File: src/rtl/poi_pkg.sv
// Shared constants, types and the arctangent table for the odometry integrator.
package poi_pkg;

    // CORDIC iteration count, clipped to the table length
    localparam int CORDIC_STEPS = 18;
    localparam int CorN = (CORDIC_STEPS > 32) ? 32 : CORDIC_STEPS;

    // CORDIC datapath width, Q2.30 plus guard bits
    localparam int CW = 34;

    // Bit-serial multiplier: multiplicand width, multiplier width, product width
    localparam int MA = 38;
    localparam int MB = 25;
    localparam int MP = MA + MB;

    localparam logic signed [CW-1:0] CORDIC_START = 34'sd652032874;
    localparam logic signed [CW-1:0] QUARTER      = 34'sd1073741824;
    localparam logic signed [CW-1:0] NEG_QUARTER  = -34'sd1073741824;
    localparam logic signed [CW-1:0] HALF         = 34'sd2147483648;

    typedef struct packed {
        logic        start;
        logic [31:0] angle;
    } t_cor_req;

    typedef struct packed {
        logic                 start;
        logic signed [MA-1:0] a;
        logic signed [MB-1:0] b;
    } t_mul_req;

    // atan(2^-i) as a binary angle, full turn = 2^32
    function automatic logic signed [CW-1:0] atan_lut(input logic [4:0] idx);
        logic signed [CW-1:0] v;
        case (idx)
            5'd0:  v = 34'sd536870912;
            5'd1:  v = 34'sd316933406;
            5'd2:  v = 34'sd167458907;
            5'd3:  v = 34'sd85004756;
            5'd4:  v = 34'sd42667331;
            5'd5:  v = 34'sd21354465;
            5'd6:  v = 34'sd10679838;
            5'd7:  v = 34'sd5340245;
            5'd8:  v = 34'sd2670163;
            5'd9:  v = 34'sd1335087;
            5'd10: v = 34'sd667544;
            5'd11: v = 34'sd333772;
            5'd12: v = 34'sd166886;
            5'd13: v = 34'sd83443;
            5'd14: v = 34'sd41722;
            5'd15: v = 34'sd20861;
            5'd16: v = 34'sd10430;
            5'd17: v = 34'sd5215;
            5'd18: v = 34'sd2608;
            5'd19: v = 34'sd1304;
            5'd20: v = 34'sd652;
            5'd21: v = 34'sd326;
            5'd22: v = 34'sd163;
            5'd23: v = 34'sd81;
            5'd24: v = 34'sd41;
            5'd25: v = 34'sd20;
            5'd26: v = 34'sd10;
            5'd27: v = 34'sd5;
            5'd28: v = 34'sd3;
            5'd29: v = 34'sd1;
            5'd30: v = 34'sd1;
            default: v = 34'sd0;
        endcase
        return v;
    endfunction

endpackage

File: src/rtl/poi_if.sv
// Valid/ready channel interfaces for tick input beats and pose result beats.
interface poi_in_if;
    logic               valid;
    logic               ready;
    logic signed [23:0] vel_x;
    logic signed [23:0] vel_y;
    logic signed [23:0] yaw_rate;
    logic        [23:0] elapsed;

    modport source (output valid, output vel_x, output vel_y, output yaw_rate,
                    output elapsed, input ready);
    modport sink   (input valid, input vel_x, input vel_y, input yaw_rate,
                    input elapsed, output ready);
endinterface

interface poi_out_if;
    logic               valid;
    logic               ready;
    logic signed [47:0] pos_x;
    logic signed [47:0] pos_y;
    logic        [31:0] heading;
    logic signed [17:0] quat_z;
    logic signed [17:0] quat_w;

    modport source (output valid, output pos_x, output pos_y, output heading,
                    output quat_z, output quat_w, input ready);
    modport sink   (input valid, input pos_x, input pos_y, input heading,
                    input quat_z, input quat_w, output ready);
endinterface

File: src/rtl/poi_cordic.sv
// Iterative rotation-mode CORDIC, one micro-rotation per cycle.
module poi_cordic (
    input  logic                         i_clk,
    input  logic                         i_rst_n,
    input  poi_pkg::t_cor_req            i_req,
    output logic                         o_busy,
    output logic signed [poi_pkg::CW-1:0] o_cos,
    output logic signed [poi_pkg::CW-1:0] o_sin
);
    import poi_pkg::*;

    logic                 r_busy;
    logic [4:0]           r_i;
    logic                 r_neg;
    logic signed [CW-1:0] r_x;
    logic signed [CW-1:0] r_y;
    logic signed [CW-1:0] r_a;

    logic signed [CW-1:0] w_a0;
    logic signed [CW-1:0] w_a_red;
    logic                 w_neg;
    logic signed [CW-1:0] w_xs;
    logic signed [CW-1:0] w_ys;
    logic signed [CW-1:0] w_atan;

    // fold the angle into +-quarter turn; negate outputs at the end
    always_comb begin
        w_a0 = {{(CW-32){i_req.angle[31]}}, i_req.angle};
        w_a_red = w_a0;
        w_neg = 1'b0;
        if (w_a0 > QUARTER) begin
            w_a_red = w_a0 - HALF;
            w_neg = 1'b1;
        end else if (w_a0 < NEG_QUARTER) begin
            w_a_red = w_a0 + HALF;
            w_neg = 1'b1;
        end
    end

    assign w_xs   = r_x >>> r_i;
    assign w_ys   = r_y >>> r_i;
    assign w_atan = atan_lut(r_i);

    always_ff @(posedge i_clk) begin
        if (!i_rst_n) begin
            r_busy <= 1'b0;
        end else if (i_req.start) begin
            r_busy <= 1'b1;
        end else if (r_busy && (r_i == 5'(CorN - 1))) begin
            r_busy <= 1'b0;
        end
    end

    always_ff @(posedge i_clk) begin
        if (i_req.start) begin
            r_x   <= CORDIC_START;
            r_y   <= '0;
            r_a   <= w_a_red;
            r_neg <= w_neg;
            r_i   <= '0;
        end else if (r_busy) begin
            if (!r_a[CW-1]) begin
                r_x <= r_x - w_ys;
                r_y <= r_y + w_xs;
                r_a <= r_a - w_atan;
            end else begin
                r_x <= r_x + w_ys;
                r_y <= r_y - w_xs;
                r_a <= r_a + w_atan;
            end
            r_i <= r_i + 5'd1;
        end
    end

    assign o_busy = r_busy;
    assign o_cos  = r_neg ? -r_x : r_x;
    assign o_sin  = r_neg ? -r_y : r_y;

endmodule

File: src/rtl/poi_smul.sv
// Bit-serial signed shift-add multiplier, one multiplier bit per cycle.
module poi_smul (
    input  logic                          i_clk,
    input  logic                          i_rst_n,
    input  poi_pkg::t_mul_req             i_req,
    output logic                          o_busy,
    output logic signed [poi_pkg::MP-1:0] o_prod
);
    import poi_pkg::*;

    localparam int HW = MA + 2;
    localparam int KW = $clog2(MB);

    logic                 r_busy;
    logic [KW-1:0]        r_k;
    logic signed [MA-1:0] r_a;
    logic signed [HW-1:0] r_h;
    logic [MB-1:0]        r_l;

    logic signed [HW-1:0] w_aext;
    logic signed [HW-1:0] w_add;
    logic signed [HW-1:0] w_sum;
    logic                 w_last;

    assign w_last = (r_k == KW'(MB - 1));
    assign w_aext = HW'(r_a);

    // multiplier MSB carries negative weight
    always_comb begin
        if (!r_l[0]) begin
            w_add = '0;
        end else if (w_last) begin
            w_add = -w_aext;
        end else begin
            w_add = w_aext;
        end
        w_sum = r_h + w_add;
    end

    always_ff @(posedge i_clk) begin
        if (!i_rst_n) begin
            r_busy <= 1'b0;
        end else if (i_req.start) begin
            r_busy <= 1'b1;
        end else if (r_busy && w_last) begin
            r_busy <= 1'b0;
        end
    end

    always_ff @(posedge i_clk) begin
        if (i_req.start) begin
            r_a <= i_req.a;
            r_h <= '0;
            r_l <= i_req.b;
            r_k <= '0;
        end else if (r_busy) begin
            r_h <= {w_sum[HW-1], w_sum[HW-1:1]};
            r_l <= {w_sum[0], r_l[MB-1:1]};
            r_k <= r_k + 1'b1;
        end
    end

    assign o_busy = r_busy;
    assign o_prod = {r_h[MA-1:0], r_l};

endmodule

File: src/rtl/planar_odometry_integrator.sv
// Top level: dead-reckoning pose integrator with bit-serial arithmetic.
//
// Each accepted tick beat (body velocities, yaw rate, elapsed time) yields one
// pose beat: saturated world x/y in Q24.24, heading as a 32-bit binary angle,
// and the yaw quaternion z/w (sine/cosine of half heading, Q1.16). The
// velocity is rotated by the heading held before the tick, then the heading
// advances by yaw_rate * elapsed. A tick goes from acceptance to the next
// acceptance, when the result beat is taken at once, through the accept
// step, four passes of the bit-serial multipliers, the two multiplier
// launches and the pose write; the two 18-step CORDIC runs overlap the
// multiplier passes. The result sits in an output register, so the block
// returns to idle while it waits to be taken; a new tick is accepted then,
// and only its final pose write waits for the output register to drain.
// tick ready is high only while idle.
module planar_odometry_integrator (
    input  logic      i_clk,
    input  logic      i_rst_n,
    poi_in_if.sink    i_in,
    poi_out_if.source o_out
);
    import poi_pkg::*;

    typedef enum logic [7:0] {
        S_IDLE   = 8'b0000_0001,
        S_ROT    = 8'b0000_0010,
        S_LAUNCH = 8'b0000_0100,
        S_M1     = 8'b0000_1000,
        S_M2     = 8'b0001_0000,
        S_L2     = 8'b0010_0000,
        S_M3     = 8'b0100_0000,
        S_POS    = 8'b1000_0000
    } t_state;

    localparam int DW = MP - 24;   // rounded position step width
    localparam logic signed [19:0] Q_LIM     = 20'sd65536;
    localparam logic signed [19:0] Q_NEG_LIM = -20'sd65536;

    t_state r_state, n_state;

    // pose state
    logic signed [47:0] r_x;
    logic signed [47:0] r_y;
    logic [31:0]        r_head;

    // latched tick
    logic signed [23:0] r_vx;
    logic signed [23:0] r_vy;
    logic [23:0]        r_dt;

    // intermediate terms
    logic signed [CW-1:0] r_c;
    logic signed [CW-1:0] r_s;
    logic signed [MP-1:0] r_pa;
    logic signed [MP-1:0] r_pb;
    logic signed [MP:0]   r_sx;
    logic signed [MP:0]   r_sy;
    logic signed [DW-1:0] r_dx;
    logic signed [DW-1:0] r_dy;

    // output register
    logic               r_ovalid;
    logic signed [47:0] r_opx;
    logic signed [47:0] r_opy;
    logic [31:0]        r_ohead;
    logic signed [17:0] r_oqz;
    logic signed [17:0] r_oqw;

    // unit hookups
    t_cor_req             w_creq;
    t_mul_req             w_mreq_a;
    t_mul_req             w_mreq_b;
    logic                 w_cor_busy;
    logic                 w_mul_a_busy;
    logic                 w_mul_b_busy;
    logic signed [CW-1:0] w_cos;
    logic signed [CW-1:0] w_sin;
    logic signed [MP-1:0] w_prod_a;
    logic signed [MP-1:0] w_prod_b;

    logic                 w_muls_idle;
    logic                 w_load;
    logic [MP-1:0]        w_dh_sum;
    logic [MP:0]          w_wx_sum;
    logic [MP:0]          w_wy_sum;
    logic signed [MA-1:0] w_wx;
    logic signed [MA-1:0] w_wy;
    logic [MP-1:0]        w_dx_sum;
    logic [MP-1:0]        w_dy_sum;
    logic signed [48:0]   w_px_sum;
    logic signed [48:0]   w_py_sum;
    logic signed [47:0]   w_px_sat;
    logic signed [47:0]   w_py_sat;
    logic [CW-1:0]        w_qc_sum;
    logic [CW-1:0]        w_qs_sum;
    logic signed [19:0]   w_qw_r;
    logic signed [19:0]   w_qz_r;
    logic signed [17:0]   w_qw;
    logic signed [17:0]   w_qz;

    poi_cordic u_cordic (
        .i_clk   (i_clk),
        .i_rst_n (i_rst_n),
        .i_req   (w_creq),
        .o_busy  (w_cor_busy),
        .o_cos   (w_cos),
        .o_sin   (w_sin)
    );

    poi_smul u_mul_a (
        .i_clk   (i_clk),
        .i_rst_n (i_rst_n),
        .i_req   (w_mreq_a),
        .o_busy  (w_mul_a_busy),
        .o_prod  (w_prod_a)
    );

    poi_smul u_mul_b (
        .i_clk   (i_clk),
        .i_rst_n (i_rst_n),
        .i_req   (w_mreq_b),
        .o_busy  (w_mul_b_busy),
        .o_prod  (w_prod_b)
    );

    assign w_muls_idle = !w_mul_a_busy && !w_mul_b_busy;

    // heading step: rnd(yaw_rate * elapsed, 8), kept modulo a full turn
    assign w_dh_sum = w_prod_b + MP'(128);

    // world-frame velocity: rnd(sum, 22)
    assign w_wx_sum = r_sx + (MP+1)'(2**21);
    assign w_wy_sum = r_sy + (MP+1)'(2**21);
    assign w_wx     = w_wx_sum[MA+21:22];
    assign w_wy     = w_wy_sum[MA+21:22];

    // position step: rnd(w * elapsed, 24)
    assign w_dx_sum = w_prod_a + MP'(2**23);
    assign w_dy_sum = w_prod_b + MP'(2**23);

    // saturating position add: overflow shows as the top two bits disagreeing
    assign w_px_sum = 49'(r_x) + 49'(r_dx);
    assign w_py_sum = 49'(r_y) + 49'(r_dy);
    always_comb begin
        if (w_px_sum[48] != w_px_sum[47]) begin
            w_px_sat = w_px_sum[48] ? {1'b1, 47'd0} : {1'b0, {47{1'b1}}};
        end else begin
            w_px_sat = w_px_sum[47:0];
        end
        if (w_py_sum[48] != w_py_sum[47]) begin
            w_py_sat = w_py_sum[48] ? {1'b1, 47'd0} : {1'b0, {47{1'b1}}};
        end else begin
            w_py_sat = w_py_sum[47:0];
        end
    end

    // quaternion: rnd(., 14) to Q1.16, clamped to +-1
    assign w_qc_sum = w_cos + CW'(8192);
    assign w_qs_sum = w_sin + CW'(8192);
    assign w_qw_r   = w_qc_sum[CW-1:14];
    assign w_qz_r   = w_qs_sum[CW-1:14];
    always_comb begin
        if (w_qw_r > Q_LIM) begin
            w_qw = 18'(Q_LIM);
        end else if (w_qw_r < Q_NEG_LIM) begin
            w_qw = 18'(Q_NEG_LIM);
        end else begin
            w_qw = w_qw_r[17:0];
        end
        if (w_qz_r > Q_LIM) begin
            w_qz = 18'(Q_LIM);
        end else if (w_qz_r < Q_NEG_LIM) begin
            w_qz = 18'(Q_NEG_LIM);
        end else begin
            w_qz = w_qz_r[17:0];
        end
    end

    // sequencer
    always_comb begin
        n_state  = r_state;
        w_creq   = '0;
        w_mreq_a = '0;
        w_mreq_b = '0;
        w_load   = 1'b0;
        case (r_state)
            S_IDLE: begin
                if (i_in.valid) begin
                    // sin/cos of the old heading alongside yaw_rate * elapsed
                    w_creq.start   = 1'b1;
                    w_creq.angle   = r_head;
                    w_mreq_b.start = 1'b1;
                    w_mreq_b.a     = MA'(i_in.yaw_rate);
                    w_mreq_b.b     = {1'b0, i_in.elapsed};
                    n_state        = S_ROT;
                end
            end
            S_ROT: begin
                if (!w_cor_busy && !w_mul_b_busy) begin
                    n_state = S_LAUNCH;
                end
            end
            S_LAUNCH: begin
                // quaternion CORDIC on the new half heading runs in the shadow
                w_creq.start   = 1'b1;
                w_creq.angle   = {1'b0, r_head[31:1]};
                w_mreq_a.start = 1'b1;
                w_mreq_a.a     = MA'(r_c);
                w_mreq_a.b     = MB'(r_vx);
                w_mreq_b.start = 1'b1;
                w_mreq_b.a     = MA'(r_s);
                w_mreq_b.b     = MB'(r_vx);
                n_state        = S_M1;
            end
            S_M1: begin
                if (w_muls_idle) begin
                    w_mreq_a.start = 1'b1;
                    w_mreq_a.a     = MA'(r_s);
                    w_mreq_a.b     = MB'(r_vy);
                    w_mreq_b.start = 1'b1;
                    w_mreq_b.a     = MA'(r_c);
                    w_mreq_b.b     = MB'(r_vy);
                    n_state        = S_M2;
                end
            end
            S_M2: begin
                if (w_muls_idle) begin
                    n_state = S_L2;
                end
            end
            S_L2: begin
                w_mreq_a.start = 1'b1;
                w_mreq_a.a     = w_wx;
                w_mreq_a.b     = {1'b0, r_dt};
                w_mreq_b.start = 1'b1;
                w_mreq_b.a     = w_wy;
                w_mreq_b.b     = {1'b0, r_dt};
                n_state        = S_M3;
            end
            S_M3: begin
                if (w_muls_idle) begin
                    n_state = S_POS;
                end
            end
            S_POS: begin
                if (!r_ovalid || o_out.ready) begin
                    w_load  = 1'b1;
                    n_state = S_IDLE;
                end
            end
            default: begin
                n_state = S_IDLE;
            end
        endcase
    end

    // control and pose state
    always_ff @(posedge i_clk) begin
        if (!i_rst_n) begin
            r_state  <= S_IDLE;
            r_ovalid <= 1'b0;
            r_x      <= '0;
            r_y      <= '0;
            r_head   <= '0;
        end else begin
            r_state <= n_state;
            if (w_load) begin
                r_ovalid <= 1'b1;
            end else if (o_out.ready) begin
                r_ovalid <= 1'b0;
            end
            if ((r_state == S_ROT) && (n_state == S_LAUNCH)) begin
                r_head <= r_head + w_dh_sum[39:8];
            end
            if (w_load) begin
                r_x <= w_px_sat;
                r_y <= w_py_sat;
            end
        end
    end

    // datapath registers
    always_ff @(posedge i_clk) begin
        if ((r_state == S_IDLE) && i_in.valid) begin
            r_vx <= i_in.vel_x;
            r_vy <= i_in.vel_y;
            r_dt <= i_in.elapsed;
        end
        if ((r_state == S_ROT) && (n_state == S_LAUNCH)) begin
            r_c <= w_cos;
            r_s <= w_sin;
        end
        if ((r_state == S_M1) && w_muls_idle) begin
            r_pa <= w_prod_a;   // vx * c
            r_pb <= w_prod_b;   // vx * s
        end
        if ((r_state == S_M2) && w_muls_idle) begin
            r_sx <= (MP+1)'(r_pa) - (MP+1)'(w_prod_a);
            r_sy <= (MP+1)'(r_pb) + (MP+1)'(w_prod_b);
        end
        if ((r_state == S_M3) && w_muls_idle) begin
            r_dx <= w_dx_sum[MP-1:24];
            r_dy <= w_dy_sum[MP-1:24];
        end
        if (w_load) begin
            r_opx   <= w_px_sat;
            r_opy   <= w_py_sat;
            r_ohead <= r_head;
            r_oqz   <= w_qz;
            r_oqw   <= w_qw;
        end
    end

    assign i_in.ready    = (r_state == S_IDLE);
    assign o_out.valid   = r_ovalid;
    assign o_out.pos_x   = r_opx;
    assign o_out.pos_y   = r_opy;
    assign o_out.heading = r_ohead;
    assign o_out.quat_z  = r_oqz;
    assign o_out.quat_w  = r_oqw;

    // an accepted tick starts the first CORDIC and the heading multiply
    a_tick_starts: assert property (@(posedge i_clk) disable iff (!i_rst_n)
        (i_in.valid && i_in.ready) |=> (w_cor_busy && w_mul_b_busy))
        else $error("tick accepted without starting rotation units");

    // heading moves only at the end of the rotation phase
    a_head_update: assert property (@(posedge i_clk) disable iff (!i_rst_n)
        ($past(i_rst_n) && !$stable(r_head)) |-> ($past(r_state) == S_ROT))
        else $error("heading changed outside rotation phase");

    // a new result beat comes only from the pose write
    a_out_source: assert property (@(posedge i_clk) disable iff (!i_rst_n)
        ($past(i_rst_n) && $rose(r_ovalid)) |-> ($past(r_state) == S_POS))
        else $error("result beat raised outside pose write");

    // the pose write sees every arithmetic unit finished
    a_pos_idle: assert property (@(posedge i_clk) disable iff (!i_rst_n)
        (r_state == S_POS) |-> (!w_cor_busy && w_muls_idle))
        else $error("pose write while a unit is still busy");

endmodule
File: src/flat_wrapper.sv
// flat-port wrapper written by rule: the top's interface ports become plain ports
module planar_odometry_integrator_flat import poi_pkg::*;
  (i_clk, i_rst_n, i_in_valid, i_in_vel_x, i_in_vel_y, i_in_yaw_rate, i_in_elapsed, i_in_ready, o_out_valid, o_out_pos_x, o_out_pos_y, o_out_heading, o_out_quat_z, o_out_quat_w, o_out_ready);
  poi_in_if i_in_i ();
  poi_out_if o_out_i ();
  input  logic i_clk;
  input  logic i_rst_n;
  input wire logic [$bits(i_in_i.valid)-1:0] i_in_valid;
  input wire logic [$bits(i_in_i.vel_x)-1:0] i_in_vel_x;
  input wire logic [$bits(i_in_i.vel_y)-1:0] i_in_vel_y;
  input wire logic [$bits(i_in_i.yaw_rate)-1:0] i_in_yaw_rate;
  input wire logic [$bits(i_in_i.elapsed)-1:0] i_in_elapsed;
  output wire logic [$bits(i_in_i.ready)-1:0] i_in_ready;
  output wire logic [$bits(o_out_i.valid)-1:0] o_out_valid;
  output wire logic [$bits(o_out_i.pos_x)-1:0] o_out_pos_x;
  output wire logic [$bits(o_out_i.pos_y)-1:0] o_out_pos_y;
  output wire logic [$bits(o_out_i.heading)-1:0] o_out_heading;
  output wire logic [$bits(o_out_i.quat_z)-1:0] o_out_quat_z;
  output wire logic [$bits(o_out_i.quat_w)-1:0] o_out_quat_w;
  input wire logic [$bits(o_out_i.ready)-1:0] o_out_ready;
  assign i_in_i.valid = i_in_valid;
  assign i_in_i.vel_x = i_in_vel_x;
  assign i_in_i.vel_y = i_in_vel_y;
  assign i_in_i.yaw_rate = i_in_yaw_rate;
  assign i_in_i.elapsed = i_in_elapsed;
  assign i_in_ready = i_in_i.ready;
  assign o_out_valid = o_out_i.valid;
  assign o_out_pos_x = o_out_i.pos_x;
  assign o_out_pos_y = o_out_i.pos_y;
  assign o_out_heading = o_out_i.heading;
  assign o_out_quat_z = o_out_i.quat_z;
  assign o_out_quat_w = o_out_i.quat_w;
  assign o_out_i.ready = o_out_ready;
  planar_odometry_integrator u_core (.i_clk(i_clk), .i_rst_n(i_rst_n), .i_in(i_in_i), .o_out(o_out_i));
endmodule
File: config.mk
export PLATFORM = sky130hd
export DESIGN_NAME = planar_odometry_integrator_flat
export DESIGN_NICKNAME = d
export VERILOG_FILES = /design/src/rtl/poi_pkg.sv /design/src/rtl/poi_if.sv /design/src/rtl/poi_cordic.sv /design/src/rtl/poi_smul.sv /design/src/rtl/planar_odometry_integrator.sv /design/src/flat_wrapper.sv
export SDC_FILE = /design/constraint.sdc
export NUM_CORES = 2
export LEC_CHECK = 0
export ABC_AREA = 1
export BUFFER_PORTS_ARGS = -buffer_cell sky130_fd_sc_hd__buf_4
export CAP_MARGIN = 15
export CORE_MARGIN = 2
export CORE_UTILIZATION = 25
export CTS_CLUSTER_SIZE = 14
export DETAILED_ROUTE_END_ITERATION = 6
export HOLD_SLACK_MARGIN = 0.15
export SETUP_SLACK_MARGIN = 0.5
export SLEW_MARGIN = 20
export SYNTH_ARGS = -nofsm -noshare
export SYNTH_HDL_FRONTEND = slang
export SYNTH_SLANG_ARGS = --single-unit
export TNS_END_PERCENT = 50
File: constraint.sdc
create_clock -name i_clk -period 21.3 [get_ports i_clk]
set_input_delay 2.13 -clock i_clk [delete_from_list [all_inputs] [get_ports i_clk]]
set_output_delay 2.13 -clock i_clk [all_outputs]
set_load 0.005 [all_outputs]
==> run_results.csv <==
group,metric,value,unit
layout,syn_to_final_growth,13.75,%
layout,nets,11338,
worst_setup_path,reg2regPathDepth,30,
worst_setup_path,start_kind,"flop",
yosys,synthArstFlopShare,0,%
placed_design,portBuffers,265,
yosys,synth_top_family_by_area,"simple AND/OR/NAND/NOR gates",
clock_network,cts.sinks,1072,
yosys,synth_ff_type,"edfxtp_1",
layout,design_area,0.08923,sq mm
detailed_routing,drc,0,
yosys,synth_xor_xnor_area_share,6.188,%
worst_setup_path,end_kind,"flop",
yosys,synth_area,0.07845,sq mm
yosys,synth_simple_gate_area_share,25.33,%
layout,final_cells,15032,
yosys,synth_top_cells_by_area,"edfxtp_1, nand2_1, dfxtp_1, ha_1, inv_1",
detailed_routing,vias,73493,
worst_setup_path,worst_path_max_delay_cell,"buf_4",
floorplan,die_w,564.2,microns
worst_setup_path,critPathMostFrequentCell,"nand2_1",
sta,fmax,156.3,MHz
sta,finalHoldViolCount,0,
clock_network,cts_setup_buffers,0,
sta,fin_skew,0.04224,ns
yosys,synthCells,10621,
clock_network,cts_tree,"done",
sta,fin_setup_tns,0,ns
global_route,grt_max_degree,117,
worst_setup_path,path_class,"flop to flop",
global_route,grtUsageTotal,17.71,%
clock_network,cts.htree.levels,3,
yosys,ys_warn_count,0,
placed_design,dp_cells,14801,
power_and_ir_drop,p_leak,39.17,nW
floorplan,dieHeight,564.2,microns
clock_network,clkTransAtPathRegs,0.10,ns
floorplan,die_area,0.3183,sq mm
sta,maxSlewHeadroom,23.45,%
worst_setup_path,cp_top_family,"compound AO/OA/AOI/OAI gates",
yosys,yosys.area.top_type,"edfxtp_1",
global_route,grt_overflow_total,0,
yosys,synth_nets,11176,
floorplan,core,0.3122,sq mm
min_path,hp-class,"flop to flop",
floorplan,start_util,25.13,%
yosys,synth-edff-count,741,
placed_design,gp_congestion,0.9835,
detailed_routing,drt-initial-drc-count,6515,
detailed_routing,drtAntennaViolNets,0,
layout,final_layout_size_suffix_gt1_share,7.328,%
clock_network,clock-root-buffer,"clkbuf_16",
placed_design,place_hpwl,229900,microns
global_route,antenna_found_initial,9,
placed_design,dpl-instance-area,0.08491,sq mm
min_path,min_delay_path_depth,0,
worst_setup_path,cp_data_required_time,21.99,ns
clock_network,clk-insertion-delay-late,0.80,ns
worst_setup_path,worst_path_largest_cell_delay,0.59,ns
job,cap_violations,0,
yosys,synth.area.mux_share,0.07815,%
power_and_ir_drop,report.power.total,11.19,mW
yosys,ys_seq_area_share,36.81,%
yosys,synth_compound_area_share,15.85,%
yosys,synth_cell_type_count,84,
sta,whs,0.4479,ns
yosys,synth_top_area_share,28.36,%
global_route,grt_pass1_wl,432600,microns
detailed_routing,drt_pass1_iterations,6,
outcome,run_status,"completed",
sta,tightest_slew,1.130,ns
floorplan,ioPinCount,266,
sta,setup_ws,14.90,ns
sta,finalCritPeriodShare,30.03,%
sta,setup_viol,0,
detailed_routing,wirelength,290800,microns
yosys,yosys.cell_count.top_type,"nand2_1",
yosys,ys_ff_latch,1072,
detailed_routing,routedWlPerCell,19.35,microns
yosys,syn_area_per_cell,7.386,sq um
worst_setup_path,crit_buf_inv,6,
worst_setup_path,cp_num_cells,30,
sta,rsz0062_at_grt,"no",
clock_network,clockBufferDepth,3,
layout,n_fill_cell,33840,
worst_setup_path,critPathMaxFanout,68,
power_and_ir_drop,cellPowerDensity,125.4,mW/mm^2
power_and_ir_drop,ir_drop,0.07777,mV
layout,final_core_util,28.59,%
placed_design,place_ws,14.80,ns
clock_network,postCtsHoldBufs,0,
sta,slew_violations,0,
clock_network,numCtsBuffers,120,
sta,fin_crit,6.397,ns
floorplan,row_count,205,
yosys,synthAdderAreaFrac,7.333,%
global_route,grt_pass1_vias,69450,
clock_network,post_cts_resize_count,0,
yosys,netlist_top_cells_count,"nand2_1, inv_1, nor2_1, a21oi_1, nand3_1",
worst_setup_path,worstPathArrival,7.09,ns
detailed_routing,routed_via_density,4.889,
report_power, final:
| part | switching (mW) | internal, mW | leakage, nW | total, mW |
|---|---|---|---|---|
| Sequential | 0.424 | 2.58 | 9.43 | 3.00 |
| Combinational | 3.92 | 1.97 | 27.7 | 5.89 |
| Clock | 0.977 | 1.33 | 2.06 | 2.30 |
| Total | 5.32 | 5.88 | 39.2 | 11.2 |
placed cells by master (no fill, tap or decap), types with 20 or more instances in the layout:
cell / instances
ha_1: 447
o2111ai_1: 20
o21ai_1: 64
nor2_2: 45
dfxtp_1: 326
xnor2_1: 159
a221oi_1: 22
o211ai_1: 57
inv_1: 1383
edfxtp_1: 741
a21o_1: 62
clkbuf_16: 127
or2_2: 29
a21oi_1: 837
a31oi_1: 145
xor2_1: 386
nor3_1: 159
nand4_1: 107
nor2_1: 1168
o21bai_1: 34
clkbuf_1: 21
o22ai_1: 58
nand2_2: 53
o21ai_0: 675
o21a_1: 35
a21boi_0: 44
nor2_4: 22
o221ai_1: 22
inv_2: 45
buf_4: 312
nand2_1: 2128
nand3_1: 774
nor4_1: 69
metal layers:
metal	vias to the layer above	track usage, %	wire length (microns)
met2	2302	28.23	127700
li1	36213	-	-
met4	10	6.461	11500
met1	34548	24.40	133300
met3	420	2.201	18240
met5	-	0	69
flip-flops by register name, indices dropped and copies added, names as in the netlist, 34 cells and up:
register	count
u_core.o_out.pos_y	48
u_core.u_mul_b.r_a	38
u_core.r_pb	60
u_core.u_cordic.r_y	34
u_core.r_sx	39
u_core.u_mul_a.r_a	38
u_core.u_mul_a.r_h	39
u_core.u_mul_b.r_h	39
u_core.o_out.pos_x	48
u_core.r_s	34
u_core.u_cordic.r_x	34
u_core.r_sy	39
u_core.u_cordic.r_a	34
u_core.r_y	48
u_core.r_c	34
u_core.r_pa	60
u_core.r_x	48
u_core.r_dx	39
u_core.r_dy	39
cells by family after synthesis:
logic type                 Yosys count
and+or+nand+nor                   4635
AOI/OAI and AO/OA                 2186
buffers and inverters             1717
DFF                               1072
xor gates and xnor gates           550
adders and majority gates          455
muxes                                6
worst paths after layout:
check | start | to | slack [ns]
max reg2reg | u_core.u_cordic.r_i[1] | u_core.u_cordic.r_x[31] | 14.90
min | u_core.u_mul_a.r_l[15] | u_core.r_pa[15] | 0.45
min reg2reg | u_core.u_mul_a.r_l[15] | u_core.r_pa[15] | 0.45
max | u_core.u_cordic.r_i[1] | u_core.u_cordic.r_x[31] | 14.90
final cells by class:
type	count	area (sq um)	share of cell area, %
antenna	2	5.005	0.005609
clock buffer	155	3353	3.758
clock inverter	74	962.2	1.078
inverter	1442	5424	6.078
multi-input combinational	7832	43030	48.22
sequential	1072	28880	32.37
tap	4140	5180	5.805
timing repair buffer	315	2394	2.682
worst register-to-register path: cells and delay by family (launching register included):
kind                     cells  cell delay [ns]
AO/OA/AOI/OAI                8             2.08
buffers and inverters        6             1.61
AND/OR/NAND/NOR             13             1.54
adder cells (fa/ha/maj)      2             0.57
flip-flops                   1             0.32
XOR/XNOR                     1             0.17
No activity file was read; power rests on OpenSTA's default activity.
